===== config.mk =====
export PLATFORM = sky130hd
export DESIGN_NAME = pushdata_signature_extractor_top
export DESIGN_NICKNAME = d
export VERILOG_FILES = /design/src/rtl/pse_pkg.sv /design/src/rtl/pushdata_signature_extractor_top.sv /design/src/rtl/pse_front.sv /design/src/rtl/pse_fifo.sv /design/src/rtl/pse_back.sv
export SDC_FILE = /design/constraint.sdc
export NUM_CORES = 1
export LEC_CHECK = 0
export BUFFER_PORTS_ARGS = -buffer_cell sky130_fd_sc_hd__buf_4
export CORE_AREA = 2 2 203 205
export DETAILED_ROUTE_END_ITERATION = 16
export DIE_AREA = 0 0 205 207
export GPL_TIMING_DRIVEN = 0
export PLACE_DENSITY = 0.62
export SYNTH_ARGS = -nofsm -noshare
export SYNTH_HDL_FRONTEND = slang
export SYNTH_SLANG_ARGS = --single-unit

===== constraint.sdc =====
create_clock -name clk -period 9.1 [get_ports clk]
set_clock_uncertainty 0.15 [all_clocks]
set_input_delay 0.91 -clock clk [delete_from_list [all_inputs] [get_ports clk]]
set_output_delay 0.91 -clock clk [all_outputs]
set_load 0.01 [all_outputs]

===== src/rtl/pse_pkg.sv =====
`timescale 1ns / 1ps
// Shared types and codes of the pushdata signature extractor.
package pse_pkg;

    // Width of the length field of the widest push instruction.
    localparam int LEN_FIELD_BITS = 32;

    // Configuration register indexes.
    localparam logic [1:0] CFG_OP_LEN8   = 2'd0;
    localparam logic [1:0] CFG_OP_LEN16  = 2'd1;
    localparam logic [1:0] CFG_OP_LEN32  = 2'd2;
    localparam logic [1:0] CFG_SIG_BYTES = 2'd3;

    // Summary status codes.
    localparam logic [1:0] STATUS_OK        = 2'd0;
    localparam logic [1:0] STATUS_TRUNC_LEN = 2'd1;
    localparam logic [1:0] STATUS_PAST_END  = 2'd2;

    // Result kinds.
    localparam logic KIND_SIG_BYTE = 1'b0;
    localparam logic KIND_SUMMARY  = 1'b1;

    // One queued job: at most one signature byte and one summary.
    typedef struct packed {
        logic        has_sig;
        logic [7:0]  sig_byte;
        logic [15:0] sig_index;
        logic        sig_last;
        logic        has_sum;
        logic [1:0]  status;
        logic [15:0] sig_count;
    } pse_entry_t;

endpackage


===== src/rtl/pushdata_signature_extractor_top.sv =====
`timescale 1ns / 1ps
// A script byte's job passes through the job queue and then the output register before it is presented.
// Throughput: one script byte per clock while the queue has room; a final byte that also
// carries a signature byte yields two results, which leave the single output register in turn.
// The job queue of QUEUE_DEPTH entries absorbs output stalls before input backs up.
// Reset (rst_n, asynchronous, active low) restores the default opcodes and signature
// size, empties the queue and returns the parser to expecting an opcode.
module pushdata_signature_extractor_top
    import pse_pkg::*;
#(
    parameter int LENGTH_BITS = 32,
    parameter int QUEUE_DEPTH = 4
) (
    input  logic        clk,
    input  logic        rst_n,

    input  logic        cfg_valid,
    output logic        cfg_ready,
    input  logic [1:0]  cfg_index,
    input  logic [7:0]  cfg_data,

    input  logic        script_valid,
    output logic        script_ready,
    input  logic [7:0]  script_byte,
    input  logic        end_of_script,

    output logic        result_valid,
    input  logic        result_ready,
    output logic        kind,
    output logic [7:0]  sig_byte,
    output logic [15:0] sig_index,
    output logic        sig_last,
    output logic [1:0]  status,
    output logic [15:0] sig_count,
    output logic        last
);

    // The front end parses every accepted byte in the cycle it arrives and files any
    // results it causes as one job in the queue.  The back end drains the queue into
    // the output register, splitting a job into a signature byte and a summary when
    // the final byte of a script also carries a signature byte.

    logic       accept;
    logic       push;
    logic       pop;
    logic       q_empty;
    logic       q_full;
    pse_entry_t push_entry;
    pse_entry_t head;

    // The user must issue configuration writes only while the block is idle; the block
    // itself does not enforce this, and always takes the writes at once.
    assign cfg_ready    = 1'b1;
    // A request is refused only when the queue has no room for the job it might make.
    assign script_ready = !q_full;
    assign accept       = script_valid && script_ready;

    pse_front #(
        .LENGTH_BITS (LENGTH_BITS)
    ) u_front (
        .clk           (clk),
        .rst_n         (rst_n),
        .cfg_valid     (cfg_valid),
        .cfg_index     (cfg_index),
        .cfg_data      (cfg_data),
        .accept        (accept),
        .script_byte   (script_byte),
        .end_of_script (end_of_script),
        .push          (push),
        .push_entry    (push_entry)
    );

    pse_fifo #(
        .DEPTH (QUEUE_DEPTH)
    ) u_fifo (
        .clk        (clk),
        .rst_n      (rst_n),
        .push       (push),
        .push_entry (push_entry),
        .pop        (pop),
        .head       (head),
        .empty      (q_empty),
        .full       (q_full)
    );

    pse_back u_back (
        .clk          (clk),
        .rst_n        (rst_n),
        .head         (head),
        .q_empty      (q_empty),
        .pop          (pop),
        .result_valid (result_valid),
        .result_ready (result_ready),
        .kind         (kind),
        .sig_byte     (sig_byte),
        .sig_index    (sig_index),
        .sig_last     (sig_last),
        .status       (status),
        .sig_count    (sig_count),
        .last         (last)
    );

`ifndef NO_ASSERTIONS
    // A summary always closes the results of its byte.
    a_summary_last: assert property (@(posedge clk) disable iff (!rst_n)
        result_valid && (kind == KIND_SUMMARY) |-> last)
        else $error("summary result without last mark");

    // Signature byte results carry neither a status nor a count.
    a_sig_fields: assert property (@(posedge clk) disable iff (!rst_n)
        result_valid && (kind == KIND_SIG_BYTE) |-> (status == STATUS_OK) && (sig_count == 16'd0))
        else $error("signature byte result with summary fields set");

    // The final byte of a script always leaves a job in the queue.
    a_eos_queued: assert property (@(posedge clk) disable iff (!rst_n)
        accept && end_of_script |=> !q_empty)
        else $error("final script byte produced no queued job");

    // The input side is held off whenever the queue is full.
    a_full_stall: assert property (@(posedge clk) disable iff (!rst_n)
        q_full |-> !script_ready)
        else $error("script byte accepted while the queue is full");
`endif

endmodule


===== src/rtl/pse_front.sv =====
`timescale 1ns / 1ps
// Parser front end: configuration registers and the byte-level push parser.
module pse_front
    import pse_pkg::*;
#(
    parameter int LENGTH_BITS = 32
) (
    input  logic             clk,
    input  logic             rst_n,
    input  logic             cfg_valid,
    input  logic [1:0]       cfg_index,
    input  logic [7:0]       cfg_data,
    input  logic             accept,
    input  logic [7:0]       script_byte,
    input  logic             end_of_script,
    output logic             push,
    output pse_entry_t       push_entry
);

    localparam logic [1:0] PH_OPCODE  = 2'd0;
    localparam logic [1:0] PH_LENGTH  = 2'd1;
    localparam logic [1:0] PH_PAYLOAD = 2'd2;
    localparam logic [1:0] PH_STOPPED = 2'd3;

    logic [7:0] op_len8_reg;
    logic [7:0] op_len16_reg;
    logic [7:0] op_len32_reg;
    logic [7:0] sig_bytes_reg;

    logic [1:0]                  phase_reg,     phase_next;
    logic [2:0]                  left_reg,      left_next;
    logic [1:0]                  shift_reg,     shift_next;
    logic [LEN_FIELD_BITS-1:0]   acc_reg,       acc_next;
    logic [LENGTH_BITS-1:0]      pay_reg,       pay_next;
    logic                        capture_reg,   capture_next;
    logic [15:0]                 total_reg,     total_next;

    logic [LEN_FIELD_BITS-1:0]   len_value;
    logic [LENGTH_BITS-1:0]      len_sat;
    pse_entry_t                  entry;

    always_ff @(posedge clk or negedge rst_n)
    begin
        if (!rst_n)
        begin
            op_len8_reg   <= 8'd12;
            op_len16_reg  <= 8'd13;
            op_len32_reg  <= 8'd14;
            sig_bytes_reg <= 8'd64;
        end
        else if (cfg_valid)
        begin
            unique case (cfg_index)
                CFG_OP_LEN8:   op_len8_reg   <= cfg_data;
                CFG_OP_LEN16:  op_len16_reg  <= cfg_data;
                CFG_OP_LEN32:  op_len32_reg  <= cfg_data;
                CFG_SIG_BYTES: sig_bytes_reg <= cfg_data;
                default:       op_len8_reg   <= op_len8_reg;
            endcase
        end
    end

    // Length assembled so far plus this byte, and its value clamped to the counter width.
    assign len_value = acc_reg | (LEN_FIELD_BITS'(script_byte) << {shift_reg, 3'b000});
    assign len_sat   = ((len_value >> LENGTH_BITS) != '0) ? '1
                                                          : len_value[LENGTH_BITS-1:0];

    always_comb
    begin
        phase_next   = phase_reg;
        left_next    = left_reg;
        shift_next   = shift_reg;
        acc_next     = acc_reg;
        pay_next     = pay_reg;
        capture_next = capture_reg;
        total_next   = total_reg;
        entry        = '0;

        unique case (phase_reg)
            PH_OPCODE:
            begin
                shift_next = 2'd0;
                acc_next   = '0;
                pay_next   = '0;
                phase_next = PH_LENGTH;
                if (script_byte == op_len8_reg)
                    left_next = 3'd1;
                else if (script_byte == op_len16_reg)
                    left_next = 3'd2;
                else if (script_byte == op_len32_reg)
                    left_next = 3'd4;
                else
                begin
                    left_next  = 3'd0;
                    phase_next = PH_STOPPED;
                    shift_next = shift_reg;
                    acc_next   = acc_reg;
                    pay_next   = pay_reg;
                end
            end
            PH_LENGTH:
            begin
                acc_next   = len_value;
                shift_next = shift_reg + 2'd1;
                left_next  = (left_reg != 3'd0) ? left_reg - 3'd1 : 3'd0;
                if (left_reg <= 3'd1)
                begin
                    capture_next = (sig_bytes_reg != 8'd0)
                                && (len_value == LEN_FIELD_BITS'(sig_bytes_reg));
                    pay_next     = len_sat;
                    phase_next   = (len_sat == '0) ? PH_OPCODE : PH_PAYLOAD;
                end
            end
            PH_PAYLOAD:
            begin
                if (capture_reg)
                begin
                    entry.has_sig   = 1'b1;
                    entry.sig_byte  = script_byte;
                    entry.sig_index = total_reg;
                    entry.sig_last  = (pay_reg == LENGTH_BITS'(1));
                end
                pay_next = (pay_reg != '0) ? pay_reg - LENGTH_BITS'(1) : '0;
                if (pay_reg <= LENGTH_BITS'(1))
                begin
                    if (capture_reg && (total_reg != 16'hFFFF))
                        total_next = total_reg + 16'd1;
                    capture_next = 1'b0;
                    phase_next   = PH_OPCODE;
                end
            end
            PH_STOPPED:
            begin
                phase_next = PH_STOPPED;
            end
            default:
            begin
                phase_next = PH_STOPPED;
            end
        endcase

        // The final byte reports where parsing stood and starts afresh for the next script.
        if (end_of_script)
        begin
            entry.has_sum = 1'b1;
            if (phase_next == PH_LENGTH)
                entry.status = STATUS_TRUNC_LEN;
            else if (phase_next == PH_PAYLOAD)
                entry.status = STATUS_PAST_END;
            else
                entry.status = STATUS_OK;
            entry.sig_count = (entry.status == STATUS_OK) ? total_next : 16'd0;

            phase_next   = PH_OPCODE;
            left_next    = 3'd0;
            shift_next   = 2'd0;
            acc_next     = '0;
            pay_next     = '0;
            capture_next = 1'b0;
            total_next   = 16'd0;
        end
    end

    always_ff @(posedge clk or negedge rst_n)
    begin
        if (!rst_n)
        begin
            phase_reg   <= PH_OPCODE;
            left_reg    <= 3'd0;
            shift_reg   <= 2'd0;
            acc_reg     <= '0;
            pay_reg     <= '0;
            capture_reg <= 1'b0;
            total_reg   <= 16'd0;
        end
        else if (accept)
        begin
            phase_reg   <= phase_next;
            left_reg    <= left_next;
            shift_reg   <= shift_next;
            acc_reg     <= acc_next;
            pay_reg     <= pay_next;
            capture_reg <= capture_next;
            total_reg   <= total_next;
        end
    end

    assign push       = accept && (entry.has_sig || entry.has_sum);
    assign push_entry = entry;

endmodule


===== src/rtl/pse_fifo.sv =====
`timescale 1ns / 1ps
// Short job queue between the parser and the result sequencer.
module pse_fifo
    import pse_pkg::*;
#(
    parameter int DEPTH = 4
) (
    input  logic       clk,
    input  logic       rst_n,
    input  logic       push,
    input  pse_entry_t push_entry,
    input  logic       pop,
    output pse_entry_t head,
    output logic       empty,
    output logic       full
);

    localparam int PTR_W = (DEPTH > 1) ? $clog2(DEPTH) : 1;
    localparam int CNT_W = $clog2(DEPTH + 1);

    pse_entry_t         store [DEPTH];
    logic [PTR_W-1:0]   wr_ptr_reg, wr_ptr_next;
    logic [PTR_W-1:0]   rd_ptr_reg, rd_ptr_next;
    logic [CNT_W-1:0]   count_reg,  count_next;
    logic               do_push, do_pop;

    assign empty   = (count_reg == '0);
    assign full    = (count_reg == CNT_W'(DEPTH));
    assign do_push = push && !full;
    assign do_pop  = pop && !empty;
    assign head    = store[rd_ptr_reg];

    always_comb
    begin
        wr_ptr_next = wr_ptr_reg;
        rd_ptr_next = rd_ptr_reg;
        count_next  = count_reg;
        if (do_push)
            wr_ptr_next = (wr_ptr_reg == PTR_W'(DEPTH - 1)) ? '0 : wr_ptr_reg + PTR_W'(1);
        if (do_pop)
            rd_ptr_next = (rd_ptr_reg == PTR_W'(DEPTH - 1)) ? '0 : rd_ptr_reg + PTR_W'(1);
        if (do_push && !do_pop)
            count_next = count_reg + CNT_W'(1);
        else if (do_pop && !do_push)
            count_next = count_reg - CNT_W'(1);
    end

    always_ff @(posedge clk or negedge rst_n)
    begin
        if (!rst_n)
        begin
            wr_ptr_reg <= '0;
            rd_ptr_reg <= '0;
            count_reg  <= '0;
        end
        else
        begin
            wr_ptr_reg <= wr_ptr_next;
            rd_ptr_reg <= rd_ptr_next;
            count_reg  <= count_next;
        end
    end

    always_ff @(posedge clk)
    begin
        if (do_push)
            store[wr_ptr_reg] <= push_entry;
    end

endmodule


===== src/rtl/pse_back.sv =====
`timescale 1ns / 1ps
// Result sequencer: turns queued jobs into results and holds the output register.
module pse_back
    import pse_pkg::*;
(
    input  logic        clk,
    input  logic        rst_n,
    input  pse_entry_t  head,
    input  logic        q_empty,
    output logic        pop,
    output logic        result_valid,
    input  logic        result_ready,
    output logic        kind,
    output logic [7:0]  sig_byte,
    output logic [15:0] sig_index,
    output logic        sig_last,
    output logic [1:0]  status,
    output logic [15:0] sig_count,
    output logic        last
);

    logic        valid_reg,     valid_next;
    logic        sum_phase_reg, sum_phase_next;
    logic        load, take;
    logic        kind_next;
    logic [7:0]  byte_next;
    logic [15:0] index_next;
    logic        sig_last_next;
    logic [1:0]  status_next;
    logic [15:0] count_next;
    logic        last_next;

    logic        kind_reg;
    logic [7:0]  byte_reg;
    logic [15:0] index_reg;
    logic        sig_last_reg;
    logic [1:0]  status_reg;
    logic [15:0] count_reg;
    logic        last_reg;

    assign load = !valid_reg || result_ready;
    assign take = load && !q_empty;

    always_comb
    begin
        valid_next     = valid_reg;
        sum_phase_next = sum_phase_reg;
        pop            = 1'b0;
        kind_next      = KIND_SUMMARY;
        byte_next      = 8'd0;
        index_next     = 16'd0;
        sig_last_next  = 1'b0;
        status_next    = head.status;
        count_next     = head.sig_count;
        last_next      = 1'b1;

        if (load)
            valid_next = !q_empty;

        if (head.has_sig && !sum_phase_reg)
        begin
            kind_next     = KIND_SIG_BYTE;
            byte_next     = head.sig_byte;
            index_next    = head.sig_index;
            sig_last_next = head.sig_last;
            status_next   = STATUS_OK;
            count_next    = 16'd0;
            last_next     = !head.has_sum;
            if (take)
            begin
                if (head.has_sum)
                    sum_phase_next = 1'b1;
                else
                    pop = 1'b1;
            end
        end
        else if (take)
        begin
            pop            = 1'b1;
            sum_phase_next = 1'b0;
        end
    end

    always_ff @(posedge clk or negedge rst_n)
    begin
        if (!rst_n)
        begin
            valid_reg     <= 1'b0;
            sum_phase_reg <= 1'b0;
        end
        else
        begin
            valid_reg     <= valid_next;
            sum_phase_reg <= sum_phase_next;
        end
    end

    always_ff @(posedge clk)
    begin
        if (take)
        begin
            kind_reg     <= kind_next;
            byte_reg     <= byte_next;
            index_reg    <= index_next;
            sig_last_reg <= sig_last_next;
            status_reg   <= status_next;
            count_reg    <= count_next;
            last_reg     <= last_next;
        end
    end

    assign result_valid = valid_reg;
    assign kind         = kind_reg;
    assign sig_byte     = byte_reg;
    assign sig_index    = index_reg;
    assign sig_last     = sig_last_reg;
    assign status       = status_reg;
    assign sig_count    = count_reg;
    assign last         = last_reg;

endmodule


==> results.json <==
{
  "critPathKind": "reg -> reg",
  "worstHoldPathType": "in -> async",
  "final_util_pct": 46.0,
  "grtUsageTotal_pct": 17.8,
  "syn_area_mm2": 0.0160,
  "hpwl_um": 25700,
  "endpoint_kind": "flop",
  "power_density_mw_per_mm2": 349,
  "yosysTopAreaCell": "edfxtp_1",
  "wire_per_inst_um": 20.0,
  "r2r-start": "u_front.shift_reg[1]$_DFFE_PN0P_",
  "avgViaCountPerCell": 5.51,
  "crit_arrival_ns": 3.93,
  "cp_max_fo": 10,
  "synth_edf_count": 225,
  "cts_setup_buffers": 0,
  "power_frac_seq_pct": 34.9,
  "drt_drc_violations_left": 0,
  "final-setup-viol-count": 0,
  "max_cap_violations": 0,
  "ys.flop_type": "edfxtp_1",
  "io_pins": 72,
  "ys_seq_elements": 354,
  "clkLatencyLatePin_ns": 0.55,
  "htreeDepth": 2,
  "die_x_um": 205,
  "layout-drive-gt1-share_pct": 18.3,
  "dp_cells": 1803,
  "finalCriticalPeriod_ns": 3.82,
  "die_area_mm2": 0.0424,
  "rsz0062_at_grt": "false",
  "fin_crit_sh_pct": 42.0,
  "r2r_cells": 12,
  "postCtsHoldBufs": 0,
  "coreArea_mm2": 0.0404,
  "swShare_pct": 37.0,
  "p_clk_share_pct": 25.0,
  "antenna_found_initial": 0,
  "synth_most_common_cell": "edfxtp_1",
  "clock-root-buffer": "clkbuf_16",
  "final_cells": 1874,
  "ant_nets": 0,
  "p_total_mw": 6.48,
  "finalHoldViolCount": 0,
  "status": "finished, final reports clean",
  "synth_cell_type_count": 70,
  "p_leak_nw": 7.08,
  "drv_slew": 0,
  "die_y_um": 207,
  "cts.sinks": 354,
  "clk_pin_slew_worst_paths_ns": 0.06,
  "syn_area_per_cell_um2": 13.3,
  "synth.area.top_cells": "edfxtp_1 (42%), dfrtp_1 (19%), mux4_2 (6.3%)",
  "tritoncts": "done",
  "synth_common_cells": "edfxtp_1 (225), dfrtp_1 (120), nor2_1 (96)",
  "postPlaceCellArea_mm2": 0.0173,
  "fmaxAchievable_mhz": 262,
  "wirelength_um": 37400,
  "intPower_mw": 4.08,
  "initial_core_util_pct": 39.6,
  "grt_pass1_wl_um": 58300,
  "grt_overflow": 0,
  "insertedDiodeCount": 0,
  "cts_max_path_buffers": 3,
  "critPathRequiredTime_ns": 9.21,
  "synth_top_area_share_pct": 42.3,
  "cts_resized": 0,
  "final_area_mm2": 0.0186,
  "largest_reg_flops": 180,
  "reg2reg_slack_ns": 5.28,
  "first_pass_iters": 5,
  "globalplace.congestion": 0.852,
  "worstReg2RegEnd": "u_fifo.store[0][10]$_DFFE_PP_",
  "slew_headroom_pct": 21.4,
  "num_rows": 74,
  "start_kind": "flop",
  "ys.warnings.count": 0,
  "vias": 10300,
  "drtIter0Drc": 869,
  "synthToLayoutAreaGrowth_pct": 16.3,
  "io_buffers": 63,
  "fin_tns_setup_ns": 0,
  "seq_area_frac_synth_pct": 62.6,
  "worstMarginPinSlew_ns": 1.18,
  "grt_max_degree": 89,
  "first_global_vias": 10100,
  "peakVddDrop_mv": 0.258,
  "switching_power_mw": 2.40,
  "syn-num-nets": 1246,
  "cts_buffers": 39,
  "syn-instance-count": 1202,
  "finalNetCount": 1356,
  "power_frac_comb_pct": 40.1,
  "synthArstFlopShare_pct": 36.4
}
-- metrics by stage --
step	setup WS (ns)	hold WS, ns
2_1_floorplan	4.05	0.307
3_3_place_gp	2.05	0.325
3_5_place_dp	4.94	0.327
4_1_cts	5.36	0.149
5_1_grt	5.09	0.166
6_report	5.28	0.139
-- per-layer routing --
metal	wire length (um)	global-route usage [%]
met2	18800	30.0
met3	2090	2.82
met4	795	4.79
met5	0	0
met1	15700	24.0
-- power groups by stage --
stage,sequential [mW],clock (mW),combinational [mW]
2_1_floorplan,2.31,0,1.75
3_3_place_gp,2.30,0,2.52
3_5_place_dp,2.29,0,2.59
4_1_cts,2.26,1.64,2.60
5_1_grt,2.30,1.71,2.86
6_report,2.26,1.62,2.60
-- worst max-delay path by stage --
stage / start / endpoint / slack, ns / cells past startpoint
after global routing: u_front.shift_reg[1]$_DFFE_PN0P_ / u_fifo.store[0][10]$_DFFE_PP_ / 5.09 / 12
final: u_front.shift_reg[1]$_DFFE_PN0P_ / u_fifo.store[0][10]$_DFFE_PP_ / 5.28 / 12
after floorplan: result_ready / u_fifo.count_reg[1]$_DFFE_PN0P_ / 4.05 / 7
after global placement: result_ready / u_fifo.count_reg[1]$_DFFE_PN0P_ / 2.05 / 8
after CTS: u_front.shift_reg[1]$_DFFE_PN0P_ / u_fifo.store[0][10]$_DFFE_PP_ / 5.36 / 12
after detailed placement: script_byte[2] / u_fifo.store[0][10]$_DFFE_PP_ / 4.94 / 12
-- logic make-up after synthesis --
| group | Yosys count | synth area share [%] |
|---|---|---|
| compound gates | 211 | 8.34 |
| xor+xnor | 51 | 2.80 |
| fa+ha+maj | 20 | 1.61 |
| buf+inv | 106 | 2.58 |
| flops | 354 | 62.6 |
| mux | 93 | 9.63 |
| other cells | 1 | 0.0235 |
| simple gates | 366 | 12.4 |
-- area by class of cell --
cell class / instances / area [um^2]
fillers: 3706 / 21800
flip-flops and latches: 354 / 10000
multi-input cells: 742 / 5580
clock buffers: 50 / 1070
well taps: 532 / 666
repair buffers: 69 / 604
plain buffers: 82 / 322
clock inverters: 21 / 249
inverters: 24 / 90.1
-- layout by cell type (no fill, tap or decap), types with 13 or more instances in the layout --
master,count
clkbuf_1,78
and3_1,48
and2_1,26
mux2i_1,13
nor3_1,32
a22o_1,18
buf_4,63
nor4_1,24
xor2_1,30
nand4_1,13
mux4_2,45
xnor2_1,21
inv_1,23
o21ai_0,61
a21oi_1,44
a31oi_1,32
dfrtp_1,120
mux2_2,35
clkbuf_16,39
edfxtp_1,225
nor2_1,96
ha_1,19
nand2_1,53
-- worst max-delay path, stage by stage, from the launching register on --
cell	delay, ns
dfrtp_1	0.47
nor2_1	0.50
clkbuf_1	0.41
o21ai_0	0.16
nand4_1	0.12
a21oi_1	0.06
a32oi_1	0.30
inv_1	0.09
a21o_1	0.17
ha_1	0.27
nand2_1	0.21
clkbuf_1	0.41
nor2_1	0.20
Note: power is estimated with default switching activity, not from simulation.
